**src/hw/rtl/assert_macros.svh**
```systemverilog
// assertion macros used by the top-level rtl file
// no dependencies; compiled out when SYNTH is defined
`ifndef ASSERT_MACROS_SVH
`define ASSERT_MACROS_SVH

`ifndef SYNTH

// same-cycle implication, checked out of reset
`define MPA_ASSERT_IMP(label, clk, rst_n, ante, cons) \
    label: assert property (@(posedge clk) disable iff (!rst_n) (ante) |-> (cons)) \
        else $error("same-cycle check failed");

// next-cycle implication, checked out of reset
`define MPA_ASSERT_NXT(label, clk, rst_n, ante, cons) \
    label: assert property (@(posedge clk) disable iff (!rst_n) (ante) |=> (cons)) \
        else $error("next-cycle check failed");

`else

`define MPA_ASSERT_IMP(label, clk, rst_n, ante, cons)
`define MPA_ASSERT_NXT(label, clk, rst_n, ante, cons)

`endif

`endif

```
**src/hw/rtl/mpa_pkg.sv**
```systemverilog
// constants, types and helpers of the max pooling unit
// no dependencies
package mpa_pkg;

    localparam int MAX_KERNEL   = 8;
    localparam int MAX_WIDTH    = 1024;
    localparam int MAX_HEIGHT   = 1024;
    localparam int MAX_CHANNELS = 1024;

    localparam int PIX_W     = 16;
    localparam int IDX_W     = 30;
    localparam int K_W       = 4;
    localparam int DIM_W     = 11;
    localparam int CFG_IDX_W = 3;

    localparam int COL_W  = (MAX_WIDTH > 1) ? $clog2(MAX_WIDTH) : 1;
    localparam int ROW_W  = (MAX_HEIGHT > 1) ? $clog2(MAX_HEIGHT) : 1;
    localparam int CH_W   = (MAX_CHANNELS > 1) ? $clog2(MAX_CHANNELS) : 1;
    localparam int SLOT_W = (MAX_KERNEL > 1) ? $clog2(MAX_KERNEL) : 1;
    localparam int SLOT_CALC_W = K_W + 1;
    localparam int OFF_W  = K_W + DIM_W;

    localparam int ADDR_W      = SLOT_W + COL_W;
    localparam int STORE_DEPTH = MAX_KERNEL * (2 ** COL_W);

    localparam int FIFO_DEPTH = 4;
    localparam int FIFO_PTR_W = $clog2(FIFO_DEPTH);

    typedef enum logic [CFG_IDX_W-1:0] {
        REG_KERNEL_SIZE  = 3'd0,
        REG_STRIDE       = 3'd1,
        REG_CHANNELS     = 3'd2,
        REG_PLANE_HEIGHT = 3'd3,
        REG_PLANE_WIDTH  = 3'd4
    } cfg_reg_t;

    typedef struct packed {
        logic [K_W-1:0]   k;
        logic [DIM_W-1:0] row_step;
    } scan_cfg_t;

    typedef struct packed {
        logic [SLOT_W-1:0] top_slot;
        logic [COL_W-1:0]  left;
        logic [IDX_W-1:0]  base_idx;
        logic              last;
    } job_t;

    typedef struct packed {
        logic              en;
        logic [ADDR_W-1:0] addr;
        logic [PIX_W-1:0]  data;
    } store_wr_t;

    typedef struct packed {
        logic busy;
    } back_stat_t;

    function automatic logic [DIM_W-1:0] clamp_dim(input logic [DIM_W-1:0] v,
                                                   input logic [DIM_W-1:0] max_v);
        logic [DIM_W-1:0] r;
        if (v == '0)
        begin
            r = DIM_W'(1);
        end
        else if (v > max_v)
        begin
            r = max_v;
        end
        else
        begin
            r = v;
        end
        return r;
    endfunction

endpackage

```
**src/hw/rtl/mpa_if.sv**
```systemverilog


interface mpa_pool_if;
    logic                             valid;
    logic                             ready;
    logic signed [mpa_pkg::PIX_W-1:0] pooled_value;
    logic [mpa_pkg::IDX_W-1:0]        argmax_index;
    logic                             last_result;

    modport source (output valid, output pooled_value, output argmax_index,
                    output last_result, input ready);
    modport sink (input valid, input pooled_value, input argmax_index,
                  input last_result, output ready);
endinterface

```
**src/hw/rtl/mpa_back.sv**
```systemverilog
// back: scans one window per job through the line store read port and
// keeps the running maximum; depends on mpa_pkg and mpa_if
module mpa_back (
    input  logic                         clk,
    input  logic                         rst_n,
    input  logic                         job_empty,
    input  mpa_pkg::job_t                job,
    output logic                         job_pop,
    input  mpa_pkg::scan_cfg_t           scan_cfg,
    output logic [mpa_pkg::ADDR_W-1:0]   rd_addr,
    input  logic [mpa_pkg::PIX_W-1:0]    rd_data,
    mpa_pool_if.source                   pooled,
    output mpa_pkg::back_stat_t          stat
);

    typedef enum logic [3:0] {
        ST_IDLE = 4'b0001,
        ST_SCAN = 4'b0010,
        ST_WAIT = 4'b0100,
        ST_HOLD = 4'b1000
    } back_state_t;

    back_state_t state_reg, state_next;

    logic [mpa_pkg::SLOT_W-1:0] slot_reg, slot_next;
    logic [mpa_pkg::COL_W-1:0]  col_reg, col_next;
    logic [mpa_pkg::COL_W-1:0]  left_reg, left_next;
    logic [mpa_pkg::K_W-1:0]    kh_reg, kh_next;
    logic [mpa_pkg::K_W-1:0]    kw_reg, kw_next;
    logic [mpa_pkg::IDX_W-1:0]  idx_a_reg, idx_a_next;
    logic                       last_reg, last_next;

    logic                       rd_vld_reg, rd_vld_next;
    logic                       first_b_reg, first_b_next;
    logic [mpa_pkg::IDX_W-1:0]  idx_b_reg, idx_b_next;

    logic [mpa_pkg::PIX_W-1:0]  best_reg, best_next;
    logic [mpa_pkg::IDX_W-1:0]  best_idx_reg, best_idx_next;

    logic                       out_vld_reg, out_vld_next;
    logic [mpa_pkg::PIX_W-1:0]  out_val_reg, out_val_next;
    logic [mpa_pkg::IDX_W-1:0]  out_idx_reg, out_idx_next;
    logic                       out_last_reg, out_last_next;

    logic [mpa_pkg::K_W-1:0] km1;
    logic                    take, row_done, out_free;

    assign km1      = scan_cfg.k - 1'b1;
    assign row_done = (kw_reg == km1);
    assign take     = rd_vld_reg && (first_b_reg || ($signed(rd_data) > $signed(best_reg)));
    assign out_free = !out_vld_reg || pooled.ready;

    assign job_pop   = (state_reg == ST_IDLE) && !job_empty;
    assign rd_addr   = {slot_reg, col_reg};
    assign stat.busy = (state_reg != ST_IDLE);

    assign pooled.valid        = out_vld_reg;
    assign pooled.pooled_value = out_val_reg;
    assign pooled.argmax_index = out_idx_reg;
    assign pooled.last_result  = out_last_reg;

    always_comb
    begin
        state_next    = state_reg;
        slot_next     = slot_reg;
        col_next      = col_reg;
        left_next     = left_reg;
        kh_next       = kh_reg;
        kw_next       = kw_reg;
        idx_a_next    = idx_a_reg;
        last_next     = last_reg;
        rd_vld_next   = 1'b0;
        first_b_next  = first_b_reg;
        idx_b_next    = idx_b_reg;
        best_next     = best_reg;
        best_idx_next = best_idx_reg;
        out_vld_next  = out_vld_reg && !pooled.ready;
        out_val_next  = out_val_reg;
        out_idx_next  = out_idx_reg;
        out_last_next = out_last_reg;

        // compare stage, in the cycle after the read issue
        if (take)
        begin
            best_next     = rd_data;
            best_idx_next = idx_b_reg;
        end

        case (state_reg)
            ST_IDLE:
            begin
                if (!job_empty)
                begin
                    slot_next  = job.top_slot;
                    col_next   = job.left;
                    left_next  = job.left;
                    idx_a_next = job.base_idx;
                    last_next  = job.last;
                    kh_next    = '0;
                    kw_next    = '0;
                    state_next = ST_SCAN;
                end
            end
            ST_SCAN:
            begin
                rd_vld_next  = 1'b1;
                first_b_next = (kh_reg == '0) && (kw_reg == '0);
                idx_b_next   = idx_a_reg;
                if (row_done)
                begin
                    kw_next    = '0;
                    col_next   = left_reg;
                    kh_next    = kh_reg + 1'b1;
                    slot_next  = (slot_reg == mpa_pkg::SLOT_W'(mpa_pkg::MAX_KERNEL - 1))
                               ? '0 : slot_reg + 1'b1;
                    idx_a_next = idx_a_reg + mpa_pkg::IDX_W'(scan_cfg.row_step);
                    if (kh_reg == km1)
                    begin
                        state_next = ST_WAIT;
                    end
                end
                else
                begin
                    kw_next    = kw_reg + 1'b1;
                    col_next   = col_reg + 1'b1;
                    idx_a_next = idx_a_reg + 1'b1;
                end
            end
            ST_WAIT:
            begin
                state_next = ST_HOLD;
            end
            ST_HOLD:
            begin
                if (out_free)
                begin
                    out_vld_next  = 1'b1;
                    out_val_next  = best_reg;
                    out_idx_next  = best_idx_reg;
                    out_last_next = last_reg;
                    state_next    = ST_IDLE;
                end
            end
            default:
            begin
                state_next = ST_IDLE;
            end
        endcase
    end

    always_ff @(posedge clk or negedge rst_n)
    begin
        if (!rst_n)
        begin
            state_reg   <= ST_IDLE;
            rd_vld_reg  <= 1'b0;
            out_vld_reg <= 1'b0;
        end
        else
        begin
            state_reg   <= state_next;
            rd_vld_reg  <= rd_vld_next;
            out_vld_reg <= out_vld_next;
        end
    end

    always_ff @(posedge clk)
    begin
        slot_reg     <= slot_next;
        col_reg      <= col_next;
        left_reg     <= left_next;
        kh_reg       <= kh_next;
        kw_reg       <= kw_next;
        idx_a_reg    <= idx_a_next;
        last_reg     <= last_next;
        first_b_reg  <= first_b_next;
        idx_b_reg    <= idx_b_next;
        best_reg     <= best_next;
        best_idx_reg <= best_idx_next;
        out_val_reg  <= out_val_next;
        out_idx_reg  <= out_idx_next;
        out_last_reg <= out_last_next;
    end

endmodule

```
**src/flat_wrapper.sv**
```systemverilog
// flat-port wrapper written by rule: the top's interface ports become plain ports
module mpa_back_flat 
  (clk, rst_n, job_empty, job, job_pop, scan_cfg, rd_addr, rd_data, stat, pooled_valid, pooled_pooled_value, pooled_argmax_index, pooled_last_result, pooled_ready);
  mpa_pool_if pooled_i ();
  input  logic clk;
  input  logic rst_n;
  input  logic job_empty;
  input  mpa_pkg::job_t job;
  output logic job_pop;
  input  mpa_pkg::scan_cfg_t scan_cfg;
  output logic [mpa_pkg::ADDR_W-1:0] rd_addr;
  input  logic [mpa_pkg::PIX_W-1:0] rd_data;
  output mpa_pkg::back_stat_t stat;
  output wire logic [$bits(pooled_i.valid)-1:0] pooled_valid;
  output wire logic [$bits(pooled_i.pooled_value)-1:0] pooled_pooled_value;
  output wire logic [$bits(pooled_i.argmax_index)-1:0] pooled_argmax_index;
  output wire logic [$bits(pooled_i.last_result)-1:0] pooled_last_result;
  input wire logic [$bits(pooled_i.ready)-1:0] pooled_ready;
  assign pooled_valid = pooled_i.valid;
  assign pooled_pooled_value = pooled_i.pooled_value;
  assign pooled_argmax_index = pooled_i.argmax_index;
  assign pooled_last_result = pooled_i.last_result;
  assign pooled_i.ready = pooled_ready;
  mpa_back u_core (.clk(clk), .rst_n(rst_n), .job_empty(job_empty), .job(job), .job_pop(job_pop), .scan_cfg(scan_cfg), .rd_addr(rd_addr), .rd_data(rd_data), .pooled(pooled_i), .stat(stat));
endmodule
```
**config.mk**
```make
export PLATFORM = sky130hd
export DESIGN_NAME = mpa_back_flat
export DESIGN_NICKNAME = d
export VERILOG_FILES = /design/src/hw/rtl/assert_macros.svh /design/src/hw/rtl/mpa_pkg.sv /design/src/hw/rtl/mpa_if.sv /design/src/hw/rtl/mpa_back.sv /design/src/flat_wrapper.sv
export SDC_FILE = /design/constraint.sdc
export NUM_CORES = 1
export LEC_CHECK = 0
export ABC_CLOCK_PERIOD_IN_PS = 7400
export BUFFER_PORTS_ARGS = -buffer_cell sky130_fd_sc_hd__buf_4
export CORE_ASPECT_RATIO = 1.75
export CORE_UTILIZATION = 60
export CTS_CLUSTER_SIZE = 24
export DETAILED_ROUTE_END_ITERATION = 10
export PLACE_DENSITY = 0.95
export SLEW_MARGIN = 20
export SYNTH_ARGS = -nofsm -noshare
export SYNTH_HDL_FRONTEND = slang
export SYNTH_SLANG_ARGS = --single-unit
```
**constraint.sdc**
```tcl
create_clock -name clk -period 7.4 [get_ports clk]
set_clock_uncertainty 0.1 [all_clocks]
set_input_delay 0.74 -clock clk [delete_from_list [all_inputs] [get_ports clk]]
set_output_delay 0.74 -clock clk [all_outputs]
set_load 0.01 [all_outputs]
```
==> reports/results.txt, run 1 <==
Dividing the final minimum period by the clock period gives 63.5%. Along the worst path, the maximum fanout reaches 29. Power per unit of standard cell area: 331 nW/um^2. Clock latency on the worst-skew pair, taken at its later pin, is 0.43 ns.

The first detailed-routing pass took 5 iterations. The cell area that synthesis handed to floorplanning was 8260 um^2. Clock tree synthesis inserted a total of 17 buffers. Counting flops and latches in the post-synthesis netlist gives 192.

The library cell used most frequently in the layout, excluding fill and tap cells, is sky130_fd_sc_hd__edfxtp_1. Number of placement rows: 56. The min-delay analysis places its worst path in the category reg2reg.

The die covers 14300 um^2. Counting tap cells, the placed design contains a total of 889 instances. The final antenna-violating net count is 0. Once the clock tree was built, the setup fixing pass inserted 0 buffers. The worst setup path is captured at a register.

The number of port buffers is 141. The nature of the critical path startpoint was an input port. The worst path meets setup with 2.70 ns of slack. Counting every sink on the clock net gives 192. The mean cell area of the mapped netlist works out to 14.0 um^2. Final hold violation count: 0. After detailed routing, the number of vias per cell comes to 5.70.

The slew of the pin with the lowest slew margin is 1.10 ns, and the core box area is 13400 um^2. TritonCTS built the clock tree. The largest single stage delay on the critical path is 0.81 ns. The upper clock frequency limit is 0.213 GHz.

The run gives 0 as the total number of yosys warnings. In this run the horizontal extent of the chip is 90.7 um. For this run, the leading register cell type out of synthesis is sky130_fd_sc_hd__edfxtp_1. The tools report the first-pass GRT wire length as 25300 um. For this run, the number of standard cells in the final layout without fillers is 922. The logs give 0.845 for the final weighted congestion in routability-driven placement and 223 uV for the worst-case vdd ir drop. Data arrives at the worst endpoint at 4.73 ns.

By startpoint and endpoint, the worst setup path is classified as in2reg. Adding up every negative setup slack in the final design gives 0 ns. In the layout the commonest cells are 186 x sky130_fd_sc_hd__edfxtp_1, 143 x sky130_fd_sc_hd__buf_4, 69 x sky130_fd_sc_hd__nand2_1, 35 x sky130_fd_sc_hd__ha_1, 34 x sky130_fd_sc_hd__xnor2_1. The sequential element share of the synthesized area came out at 69.5%.

Across all layers, the routed design uses 5258 vias. In this run the clock root is driven by a sky130_fd_sc_hd__clkbuf_16. Max-cap violations in this run came to 0. The synthesized net count is 703. From synthesis to final layout, the design area changed by 22.3%. The signal on the critical path passes through buf_4, inv_1, ha_1, xnor2_1, xor2_1, and3_1, nand2b_1, ha_1, fa_1, a211oi_1, nor3_1, o21ai_2, a21boi_0, xnor2_1, o21ai_0. Number of global-route vias before repair: 5323. Synthesis handed over a netlist of 588 instances. Setup repair after global routing left no endpoint under its margin. The worst setup slack before clock tree synthesis is 2.32 ns, and the I/O pin total is 142. After global routing the overflow that remains totals 0. The run gives 48 as the unique cell type count in the Yosys netlist. The relative max-transition margin was 26.6%; the routed wire length was 16100 um. The highest-delay cell along the critical path is sky130_fd_sc_hd__and3_1.

Setup violations remaining at the end of the flow were counted as 0. For this design the static power due to leakage is 3.90 nW. Clock-pin slew was measured on the worst setup and hold paths at 0.07 ns. Broken down by cell family, the worst path's largest delay share belongs to compound AO/OA/AOI/OAI gates. The number of antenna diodes in the final layout is 0.

After legalization and detailed placement, the total HPWL measured 11100 um. The number of pins exceeding their max-slew limit in the final report was 0. The worst path in the final design needs a cycle of 4.70 ns, including I/O delays and setup. The core occupancy in the finished layout was 75.4%.

Dividing the detail-routed wire length by the instance count gives 17.5 um. Initial cell density of the core: 61.7%. The initial antenna violation count is 0.

The logs give 23.2% for the total global-route track usage and 4 for the H-tree depth. Detailed-route DRC error count: 0. The flow ran to the end, and the final reports show no timing, DRC or antenna violations. The share of synthesized registers carrying an async set or reset is 3.13%. Number of buffers and inverters on the critical path: 2. The count of nets after finishing was 850; the largest net degree at the start of global routing was 85. Across all hold checks on the routed design, the worst slack comes to 0.313 ns. Yosys mapped a number of flops with a built-in enable equal to 186.

Cells with a size suffix above 1 make up 25.9% of the layout. The run gives 361 as the number of design-rule violations left by the first detailed-router iteration. The die boundary height was 157 um. The clock passes through at most 2 buffers. For the worst setup path, the data required time is 7.44 ns.
## synthesized netlist by cell type (3+ instances only)
| master | instances | share of area, % |
|---|---|---|
| sky130_fd_sc_hd__a211oi_1 | 5 | 0.45 |
| sky130_fd_sc_hd__a211oi_2 | 5 | 0.76 |
| sky130_fd_sc_hd__a21boi_0 | 3 | 0.27 |
| sky130_fd_sc_hd__a21o_1 | 5 | 0.45 |
| sky130_fd_sc_hd__a21oi_1 | 23 | 1.4 |
| sky130_fd_sc_hd__and2_1 | 12 | 0.91 |
| sky130_fd_sc_hd__and3_1 | 6 | 0.45 |
| sky130_fd_sc_hd__clkbuf_1 | 13 | 0.59 |
| sky130_fd_sc_hd__dfrtp_1 | 5 | 1.5 |
| sky130_fd_sc_hd__edfxtp_1 | 186 | 68 |
| sky130_fd_sc_hd__ha_1 | 35 | 5.3 |
| sky130_fd_sc_hd__inv_1 | 31 | 1.4 |
| sky130_fd_sc_hd__nand2_1 | 70 | 3.2 |
| sky130_fd_sc_hd__nand2b_1 | 4 | 0.30 |
| sky130_fd_sc_hd__nand3_1 | 26 | 1.6 |
| sky130_fd_sc_hd__nand4_1 | 8 | 0.61 |
| sky130_fd_sc_hd__nor2_1 | 16 | 0.73 |
| sky130_fd_sc_hd__nor3_1 | 6 | 0.36 |
| sky130_fd_sc_hd__o21ai_0 | 31 | 1.9 |
| sky130_fd_sc_hd__o21ai_1 | 6 | 0.36 |
| sky130_fd_sc_hd__o21bai_1 | 3 | 0.27 |
| sky130_fd_sc_hd__o311ai_0 | 7 | 0.74 |
| sky130_fd_sc_hd__xnor2_1 | 34 | 3.6 |
| sky130_fd_sc_hd__xor2_1 | 15 | 1.6 |
## worst paths after layout
path                       slack (ns)                 from                      to  cells past startpoint
min                              0.31  u_core.idx_b_reg[2]  u_core.best_idx_reg[2]                      0
max                              2.70         scan_cfg[11]    u_core.idx_a_reg[12]                     15
max in group asynchronous        6.45                rst_n     u_core.state_reg[0]                      2
max reg2reg                      3.13     u_core.kw_reg[0]    u_core.idx_a_reg[12]                     12
min reg2reg                      0.31  u_core.idx_b_reg[2]  u_core.best_idx_reg[2]                      0
min in group asynchronous        0.55                rst_n     u_core.pooled.valid                      2
## worst reg2reg max path: cells and delay by family (launching register included)
family,cells,cell delay (ns)
xor+xnor,2,0.34
flops,1,0.48
fa+ha+maj,2,0.69
simple gates,4,1.21
compound gates,4,1.14
## power by group
part	total [W]	switching [W]	internal [W]	leakage [nW]
registers	0.00172	0.000165	0.00155	1.80
clock network	0.000885	0.000432	0.000453	0.286
logic	0.000743	0.000463	0.000280	1.81
total	0.00334	0.00106	0.00228	3.90
## final cells by class
class,count,area [um^2]
Sequential cell,192,5740
Fill cell,835,3290
Multi-Input combinational cell,349,2350
Timing Repair Buffer,144,1080
Clock buffer,17,425
Tap cell,174,218
Clock inverter,15,164
Inverter,31,116
## logic make-up (layout without fill, tap and decap cells)
group	count (synthesis)	count (layout)	share of synthesized area, %
AOI/OAI and AO/OA	101	101	7.91
muxes	2	2	0.243
adders and majority gates	36	36	5.55
xor gates and xnor gates	49	49	5.20
DFF	192	192	69.5
buffers and inverters	47	207	2.26
and+or+nand+nor	161	161	9.35
## stage by stage
stage	instance area [um^2]	power [W]
after floorplan	8260	0.00219
after global placement	9490	0.00239
after detailed placement	9490	0.00246
after CTS	10100	0.00335
after global routing	10100	0.00349
final	10100	0.00334
## per-layer routing
layer	vias to the layer above	global-route usage (%)	share of wire, %
li1	2468	-	-
met1	2515	26.4	38
met2	221	41.6	53
met3	54	3.96	5.3
met4	0	12.2	3.6
met5	-	0	0
## timing repair
item / in CTS / in global routing
hold buffers: 1 / 0
resized for setup: 0 / 0
endpoints found under the hold margin: 4 / 0
No activity file was read; power rests on OpenSTA's default activity.
==> run 2: changes to the inputs <==
--- a/config.mk
+++ b/config.mk
@@ -5,13 +5,13 @@
 export SDC_FILE = /design/constraint.sdc
 export NUM_CORES = 1
 export LEC_CHECK = 0
-export ABC_CLOCK_PERIOD_IN_PS = 7400
+export ABC_CLOCK_PERIOD_IN_PS = 4700
 export BUFFER_PORTS_ARGS = -buffer_cell sky130_fd_sc_hd__buf_4
 export CORE_ASPECT_RATIO = 1.75
-export CORE_UTILIZATION = 60
+export CORE_UTILIZATION = 56
 export CTS_CLUSTER_SIZE = 24
 export DETAILED_ROUTE_END_ITERATION = 10
-export PLACE_DENSITY = 0.95
+export PLACE_DENSITY = 0.9
 export SLEW_MARGIN = 20
 export SYNTH_ARGS = -nofsm -noshare
 export SYNTH_HDL_FRONTEND = slang
==> constraint.sdc (replaced) <==
create_clock -name clk -period 4.7 [get_ports clk]
set_clock_uncertainty 0.1 [all_clocks]
set_input_delay 0.47 -clock clk [delete_from_list [all_inputs] [get_ports clk]]
set_output_delay 0.47 -clock clk [all_outputs]
set_load 0.01 [all_outputs]
==> reports/results.txt, run 2 (same netlist as run 1, synthesis figures left out) <==
The H-tree depth is 4 (unchanged). The die boundary height was 163 um (was 157 um). The run gives 0 (unchanged) as the number of maximum-capacitance constraint violations. TritonCTS built the clock tree.

The sink count of the clock tree was 192 (unchanged); the first-pass GRT wire length was 26000 um (was 25300 um). The I/O pin total came out at 142 (unchanged). Most common library cell in the layout ignoring fill and taps: sky130_fd_sc_hd__edfxtp_1 (unchanged). For the number of buffers inserted during clock tree synthesis, the log shows 17 (unchanged). Core box area: 14400 um^2 (was 13400 um^2). The clock root buffer is sky130_fd_sc_hd__clkbuf_16 (unchanged). For the final count of negative-setup-slack endpoints, the log shows 0 (unchanged). The tools report the data arrival at the endpoint of the critical path as 3.73 ns (was 4.73 ns).

The run gives 2 (unchanged) as the maximum clock path buffer count. Worst-case vdd ir drop: 342 uV (was 223 uV). The tools report the number of cells after detailed placement as 897 (was 889). Total global-route track usage: 22.7% (was 23.2%). The initial cell density of the core is 57.5% (was 61.7%). The static leakage was 3.89 nW (was 3.90 nW).

The type of element capturing the critical path was a register (unchanged). The relative max-transition margin came out at 30.2% (was 26.6%). The critical path start-end classification is in2reg (unchanged). For the final global-route overflow total, the log shows 0 (unchanged). The share of total power consumed by net switching is 30.4% (was 31.7%), and the area enclosed by the die boundary is 15300 um^2 (was 14300 um^2). Derived from the worst setup path, the maximum achievable clock frequency is 0.271 GHz.

Worst min-delay path class: in2reg (was reg2reg). The final antenna-violating net count was 0 (unchanged); the final setup TNS was 0 ns (unchanged). Number of pins exceeding their max-slew limit in the final report: 0 (unchanged). The maximum fanout encountered on the critical timing path works out to 28 (was 29). The run finished with clean final reports.

The final critical path takes up 78.6% of the cycle. For the number of placement rows, the log shows 58 (was 56). The logs give 16400 um (was 16100 um) for the routed wire length and 930 (was 922) for the post-route non-filler standard cell count. The portion of total power attributed to sequential cells came out at 51.1% (was 51.3%).

The least setup slack across all paths after layout was 1.00 ns (was 2.70 ns). Commonest cells after routing, fill and taps aside: 186 x sky130_fd_sc_hd__edfxtp_1, 145 x sky130_fd_sc_hd__buf_4, 69 x sky130_fd_sc_hd__nand2_1, 35 x sky130_fd_sc_hd__ha_1, 34 x sky130_fd_sc_hd__xnor2_1 (was 186 x sky130_fd_sc_hd__edfxtp_1, 143 x sky130_fd_sc_hd__buf_4, 69 x sky130_fd_sc_hd__nand2_1, 35 x sky130_fd_sc_hd__ha_1, 34 x sky130_fd_sc_hd__xnor2_1). The tools report the combinational fraction of design power as 22.0% (was 22.2%). Number of design-rule violations left by the first detailed-router iteration: 318 (was 361). Proportion of power drawn by the clock network: 26.8% (was 26.5%). For the total vias in the final route, the log shows 5236 (was 5258). The die span in x is 93.8 um (was 90.7 um).

The final weighted congestion in routability-driven placement was 0.864 (was 0.845). The nature of the critical path startpoint was an input port (unchanged). The logs give 852 (was 850) for the count of nets after finishing and 7 (was 5) for the first-pass detailed-route iteration total.

The total inserted antenna cells is 0 (unchanged), and the power per unit of standard cell area is 522 nW/um^2 (was 331 nW/um^2). Counting I/O delays and the setup requirement, the final critical path takes 3.70 ns. The number of buffers added for setup after CTS is 0 (unchanged), and the worst setup slack before clock tree synthesis is 0.600 ns (was 2.32 ns). The number of inserted filler cells in the final layout is 943 (was 835).

For the number of global-route vias before repair, the log shows 5371 (was 5323). The logs give 4.73 ns (was 7.44 ns) for the required arrival time at the worst endpoint and 0 (unchanged) for the initial antenna violation count. The internal power is 0.00368 W (was 0.00228 W), and the fraction of layout instances using a drive strength above 1 is 25.9% (about the same).

Largest net degree at the start of global routing: 69 (was 85). The layout overhead on the synthesized area came out at 22.5% (was 22.3%). The detailed-route DRC error count was 0 (unchanged). Setup repair after global routing left no endpoint under its margin. For the final hold violation count, the log shows 0 (unchanged).

The slew of the pin with the lowest slew margin was 1.05 ns (was 1.10 ns); the number of port buffers was 141 (unchanged). The tools report the latest clock arrival within the worst-skew pair as 0.42 ns (was 0.43 ns). The register clock-pin slew on the reported worst setup and hold paths was 0.07 ns (about the same).

The HPWL reported at the end of detailed placement is 11500 um (was 11100 um), and the switching power is 0.00160 W (was 0.00106 W). The routed wirelength normalized by instance count is 17.6 um (was 17.5 um), and the via density per instance is 5.63 (was 5.70).
==> run 2: layout make-up <==
type                       instances  area, um^2  share of cell area [%]
timing repair buffer             146        1100                    10.9
clock inverter                    14         154                    1.52
clock buffer                      18         429                    4.24
multi-input combinational        349        2350                    23.3
inverter                          31         116                    1.15
tap                              180         225                    2.23
sequential                       192        5740                    56.7
==> run 2: worst paths after layout <==
| kind | to | cells after the start | from | slack [ns] |
|---|---|---|---|---|
| setup / recovery | u_core.idx_a_reg[14] | 14 | scan_cfg[11] | 1.00 |
| hold / removal | u_core.last_reg | 1 | job[0] | 0.12 |
| setup reg to reg | u_core.idx_a_reg[14] | 12 | u_core.kw_reg[0] | 1.02 |
| hold reg to reg | u_core.pooled.argmax_index[23] | 0 | u_core.best_idx_reg[23] | 0.32 |
| max in group asynchronous | u_core.state_reg[0] | 2 | rst_n | 4.00 |
| min in group asynchronous | u_core.state_reg[2] | 2 | rst_n | 0.29 |
==> run 2: power groups by stage <==
stage / logic, W / clock network (W) / registers [W]
2_1_floorplan: 0.000780 / 0 / 0.00266
3_3_place_gp: 0.00108 / 0 / 0.00270
3_5_place_dp: 0.00114 / 0 / 0.00273
4_1_cts: 0.00116 / 0.00144 / 0.00270
5_1_grt: 0.00129 / 0.00151 / 0.00274
6_report: 0.00116 / 0.00142 / 0.00270
==> run 2: timing repair <==
action / CTS / global route
resized for setup: 0 / 0
hold buffers: 1 / 0
endpoints found under the hold margin: 6 / 0
==> run 2: metal layers <==
metal	vias to the layer above	share of wire [%]	track usage, %
met5	-	0	0
met4	0	3.2	11.1
met3	39	5.1	4.30
met2	216	54	40.1
met1	2514	38	25.9
li1	2467	-	-
==> run 2: per-stage QoR <==
step	hold WS (ns)	total power [W]	area (um^2)	utilization [%]
final	0.124	0.00528	10100	70.4
after global routing	0.110	0.00553	10100	70.4
after CTS	0.109	0.00530	10100	70.3
after detailed placement	0.184	0.00387	9510	66.2
after global placement	0.180	0.00378	9510	66.2
after floorplan	0.0744	0.00344	8260	-
==> run 2: worst max-delay path: stages <==
cell and delay, ns:
sky130_fd_sc_hd__buf_4 0.13, sky130_fd_sc_hd__nor3_1 0.27, sky130_fd_sc_hd__xnor2_1 0.21, sky130_fd_sc_hd__xor2_1 0.12, sky130_fd_sc_hd__and3_1 0.22, sky130_fd_sc_hd__buf_4 0.22, sky130_fd_sc_hd__and2_1 0.22, sky130_fd_sc_hd__fa_1 0.47
sky130_fd_sc_hd__a211oi_1 0.30, sky130_fd_sc_hd__nor3_1 0.13, sky130_fd_sc_hd__o21ai_2 0.46, sky130_fd_sc_hd__a21boi_0 0.20, sky130_fd_sc_hd__xnor2_1 0.18, sky130_fd_sc_hd__o21ai_0 0.11
==> run 3: changes to the inputs <==
--- a/config.mk
+++ b/config.mk
@@ -5,10 +5,11 @@
 export SDC_FILE = /design/constraint.sdc
 export NUM_CORES = 1
 export LEC_CHECK = 0
-export ABC_CLOCK_PERIOD_IN_PS = 4700
+export ABC_AREA = 1
+export ABC_CLOCK_PERIOD_IN_PS = 3500
 export BUFFER_PORTS_ARGS = -buffer_cell sky130_fd_sc_hd__buf_4
 export CORE_ASPECT_RATIO = 1.75
-export CORE_UTILIZATION = 56
+export CORE_UTILIZATION = 57
 export CTS_CLUSTER_SIZE = 24
 export DETAILED_ROUTE_END_ITERATION = 10
 export PLACE_DENSITY = 0.9
==> constraint.sdc (replaced) <==
create_clock -name clk -period 3.5 [get_ports clk]
set_clock_uncertainty 0.1 [all_clocks]
set_input_delay 0.35 -clock clk [delete_from_list [all_inputs] [get_ports clk]]
set_output_delay 0.35 -clock clk [all_outputs]
set_load 0.01 [all_outputs]
==> reports/results.txt, run 3 <==
The main flop type after synthesis is sky130_fd_sc_hd__edfxtp_1 (unchanged). The total inserted antenna cells is 0 (unchanged). The kind of cell adding the most delay to the critical path is buffers and inverters (was compound AO/OA/AOI/OAI gates). The die span in x is 95.5 um (was 93.8 um). The critical register-to-register path endpoint was u_core.idx_a_reg[18] (was u_core.idx_a_reg[14]). Most common library cell in the layout ignoring fill and taps: sky130_fd_sc_hd__nand2_1 (was sky130_fd_sc_hd__edfxtp_1).

Cell type with the highest occurrence count on the critical path: sky130_fd_sc_hd__nand2_1. The final standard cell area without fillers came out at 10900 um^2 (was 10100 um^2). The tools report the nature of the critical path startpoint as an input port (unchanged). The number of buffers inserted during clock tree synthesis is 17 (unchanged). The logs give 0 (unchanged) for the detailed-route DRC error count and 37.9% (was 30.2%) for the relative max-transition margin.

The number of port buffers was 141 (unchanged). Number of inserted filler cells in the final layout: 961 (was 943). The critical path depth came out at 12 (was 14). The final count of negative-setup-slack endpoints is 0 (unchanged).

The number of maximum-capacitance constraint violations is 0 (unchanged), and the fraction of post-synthesis cell area in the top cell type by area is 64.1% (was 67.7%). The number of global-route vias before repair was 6220 (was 5371). The tools report the clock root buffer as sky130_fd_sc_hd__clkbuf_16 (unchanged). The logs give 29300 um (was 26000 um) for the first-pass GRT wire length and 0.193 ns (was 0.600 ns) for the worst setup slack before clock tree synthesis. The final hold violation count was 0 (unchanged); the core occupancy in the finished layout was 73.2% (was 70.4%). The final global-route overflow total was 0 (unchanged); the maximum clock path buffer count was 2 (unchanged). Cell taking the most area after synthesis: sky130_fd_sc_hd__edfxtp_1 (unchanged). The tools report the met3 demand-to-capacity share in global routing as 4.85% (was 4.30%).

The critical path start-end classification is in2reg (unchanged). The tools report the number of gates resized after CTS as 0 (unchanged). The initial antenna violation count is 0 (unchanged), and the count of hold buffers inserted by post-cts repair is 28 (was 1). Unique cell type count in the Yosys netlist: 37 (was 48).

The H-tree depth came out at 4 (unchanged). For the sequential element share of the synthesized area, the log shows 65.9% (was 69.5%). The static leakage was 4.66 nW (was 3.89 nW). The share of synthesized registers carrying an async set or reset was 3.13% (unchanged); the area enclosed by the die boundary was 15800 um^2 (was 15300 um^2).

Dividing the final minimum period by the clock period gives 88.8%. The synthesized net count was 900 (was 703); the total vias in the final route was 6242 (was 5236). The area of the mapped netlist is 8710 um^2 (was 8260 um^2), and the total of flip-flops plus latches after synthesis is 192 (unchanged). Final setup TNS: 0 ns (unchanged). The origin of the critical flop-to-flop path was u_core.kw_reg[0] (unchanged). The tools report the launch point of the worst path as rd_data[11] (was scan_cfg[11]). Most area-consuming cells after synthesis: sky130_fd_sc_hd__edfxtp_1 64%, sky130_fd_sc_hd__nand2_1 8.9%, sky130_fd_sc_hd__ha_1 5.0%, sky130_fd_sc_hd__inv_1 4.1%, sky130_fd_sc_hd__nor2_1 2.9% (was sky130_fd_sc_hd__edfxtp_1 68%, sky130_fd_sc_hd__ha_1 5.3%, sky130_fd_sc_hd__xnor2_1 3.6%, sky130_fd_sc_hd__nand2_1 3.2%, sky130_fd_sc_hd__o21ai_0 1.9%).

The number of placement rows came out at 59 (was 58). The library cell with the highest instance count after synthesis was sky130_fd_sc_hd__nand2_1 (was sky130_fd_sc_hd__edfxtp_1). Final critical delay including setup and external delays: 3.11 ns. Type of element capturing the critical path: a register (unchanged).

The upper clock frequency limit was 0.322 GHz. Final antenna-violating net count: 0 (unchanged). The number of enable-type register cells in the synthesized netlist was 186 (unchanged). The global-route met1 utilization was 26.5% (was 25.9%). The run gives 335 (was 318) as the number of design-rule violations left by the first detailed-router iteration. The first-pass detailed-route iteration total was 5 (was 7); the maximum fanout encountered on the critical timing path was 46 (was 28). The final weighted congestion in routability-driven placement was 0.932 (was 0.864); the power per unit of standard cell area was 698 nW/um^2 (was 522 nW/um^2). Initial cell density of the core: 58.4% (was 57.5%). Routed wirelength normalized by instance count: 16.4 um (was 17.6 um). The mean cell area of the mapped netlist is 11.1 um^2 (was 14.0 um^2). The worst min-delay path class is in2reg (unchanged). The data arrival at the endpoint of the critical path was 3.07 ns (was 3.73 ns). The run gives 1086 (was 852) as the count of nets after finishing. The die boundary height is 166 um (was 163 um). The number of pins exceeding their max-slew limit in the final report is 0 (unchanged). The core box area is 14900 um^2 (was 14400 um^2), and the register clock-pin slew on the reported worst setup and hold paths is 0.08 ns (was 0.07 ns). Setup repair after global routing left no endpoint under its margin.

Highest-delay cell along the critical path: sky130_fd_sc_hd__dlygate4sd3_1 (was sky130_fd_sc_hd__fa_1). The stage delay of the slowest cell on the critical path is 0.57 ns (was 0.47 ns), and the slew of the pin with the lowest slew margin is 0.930 ns (was 1.05 ns). The slack of the worst reg-to-reg path is 0.51 ns (was 1.02 ns), and the number of buffers and inverters on the critical path is 3 (was 2).

The gate count after technology mapping came out at 785 (was 588). The I/O pin total is 142 (unchanged), and the number of cells traversed by the worst register-to-register path is 15 (was 12). The run gives 455 uV (was 342 uV) as the worst-case vdd ir drop. Footprint of the multi-input gates: 2570 um^2 (was 2350 um^2). For the required arrival time at the worst endpoint, the log shows 3.46 ns (was 4.73 ns). The run gives 44.9% (was 40.1%) as the met2 layer usage reported by global route. The HPWL reported at the end of detailed placement was 13000 um (was 11500 um). Most frequent cells after synthesis: 206 x sky130_fd_sc_hd__nand2_1, 186 x sky130_fd_sc_hd__edfxtp_1, 95 x sky130_fd_sc_hd__inv_1, 67 x sky130_fd_sc_hd__nor2_1, 47 x sky130_fd_sc_hd__nand3_1 (was 186 x sky130_fd_sc_hd__edfxtp_1, 70 x sky130_fd_sc_hd__nand2_1, 35 x sky130_fd_sc_hd__ha_1, 34 x sky130_fd_sc_hd__xnor2_1). TritonCTS built the clock tree. The logs give 0.393 ns (was 1.00 ns) for the least setup slack across all paths after layout and 0 (unchanged) for the number of buffers added for setup after CTS. The worst setup path endpoint is u_core.best_idx_reg[11] (was u_core.idx_a_reg[14]). For the sink count of the clock tree, the log shows 192 (unchanged). The placement-stage cell area is 10000 um^2 (was 9510 um^2). Global-route layer with the greatest usage: met2 (unchanged).

The latest clock arrival within the worst-skew pair is 0.43 ns (was 0.42 ns). The total number of yosys warnings was 0 (unchanged); the fraction of layout instances using a drive strength above 1 was 20.4% (was 25.9%). Via density per instance: 5.35 (was 5.63). The flow ran to the end, and the final reports show no timing, DRC or antenna violations. Routed wire length: 19100 um (was 16400 um).

Commonest cells after routing, fill and taps aside: 205 x sky130_fd_sc_hd__nand2_1, 186 x sky130_fd_sc_hd__edfxtp_1, 151 x sky130_fd_sc_hd__buf_4, 95 x sky130_fd_sc_hd__inv_1, 66 x sky130_fd_sc_hd__nor2_1 (was 186 x sky130_fd_sc_hd__edfxtp_1, 145 x sky130_fd_sc_hd__buf_4, 69 x sky130_fd_sc_hd__nand2_1, 35 x sky130_fd_sc_hd__ha_1, 34 x sky130_fd_sc_hd__xnor2_1). The sequential cell area in the final layout is 5740 um^2 (unchanged), and the total global-route track usage is 25.1% (was 22.7%). The layout overhead on the synthesized area was 25.3% (was 22.5%); the largest net degree at the start of global routing was 60 (was 69).

Critical-path cell list: dlygate4sd3_1, buf_4, ha_1, nand4_1, nor3_1, nand2_1, nand2_1, nand2_1, nand2_1, nand2_1, a21oi_4, buf_4 (was buf_4, nor3_1, xnor2_1, xor2_1, and3_1, buf_4, and2_1, fa_1, a211oi_1, nor3_1, o21ai_2, a21boi_0, xnor2_1, o21ai_0).
-- run 3: cell count changes after synthesis, moves of 6 or more --
cell                       before  now
sky130_fd_sc_hd__o311ai_0       7    0
sky130_fd_sc_hd__o21ai_1        6   12
sky130_fd_sc_hd__xnor2_1       34   14
sky130_fd_sc_hd__nand3_1       26   47
sky130_fd_sc_hd__inv_1         31   95
sky130_fd_sc_hd__o21ai_0       31   19
sky130_fd_sc_hd__and2_1        12    0
sky130_fd_sc_hd__and3_1         6    0
sky130_fd_sc_hd__nor2_1        16   67
sky130_fd_sc_hd__nand2_1       70  206
sky130_fd_sc_hd__o211ai_1       0    7
sky130_fd_sc_hd__clkbuf_1      13    5
-- run 3: final cells by class --
| class | count | area share (%) |
|---|---|---|
| clock inverter | 14 | 1.55 |
| tap | 183 | 2.10 |
| timing repair buffer | 179 | 13.0 |
| inverter | 98 | 3.37 |
| sequential | 192 | 52.6 |
| multi-input combinational | 483 | 23.6 |
| clock buffer | 18 | 3.93 |
-- run 3: worst min path at each step --
stage | from | endpoint | slack [ns] | depth (start not counted)
floorplan | rst_n | u_core.pooled.valid | -0.05 | 0
global placement | rst_n | u_core.pooled.valid | 0.06 | 1
detailed placement | rst_n | u_core.pooled.valid | 0.06 | 1
CTS | rd_data[5] | u_core.best_reg[5] | 0.001 | 1
global route | rd_data[5] | u_core.best_reg[5] | 0.006 | 1
finish | rd_data[5] | u_core.best_reg[5] | 0.02 | 1
-- run 3: report_power, final --
group	leakage, nW	internal (W)	total (W)	switching [W]
Sequential	1.79	0.00333	0.00370	0.000364
Combinational	2.58	0.000712	0.00199	0.00128
Clock	0.286	0.00102	0.00193	0.000907
-- run 3: cell families after synthesis --
kind of cell / synth area share (%)
AND/OR/NAND/NOR: 17.2
flip-flops: 65.9
buffers and inverters: 4.87
AO/OA/AOI/OAI: 4.38
adder cells (fa/ha/maj): 5.26
XOR/XNOR: 2.41
-- run 3: layer usage --
layer	wire length (um)	part of all wire (%)
met1	6980	36
met2	10200	53
met3	1040	5.4
met4	901	4.7
met5	0	0
-- run 3: metrics by stage --
| step | hold WS, ns | power, W | instances |
|---|---|---|---|
| after floorplan | -0.0456 | 0.00495 | 785 |
| after global placement | 0.0609 | 0.00557 | 1107 |
| after detailed placement | 0.0598 | 0.00567 | 1107 |
| after CTS | 0.00125 | 0.00763 | 1167 |
| after global routing | 0.00635 | 0.00801 | 1167 |
| final | 0.0197 | 0.00762 | 1167 |
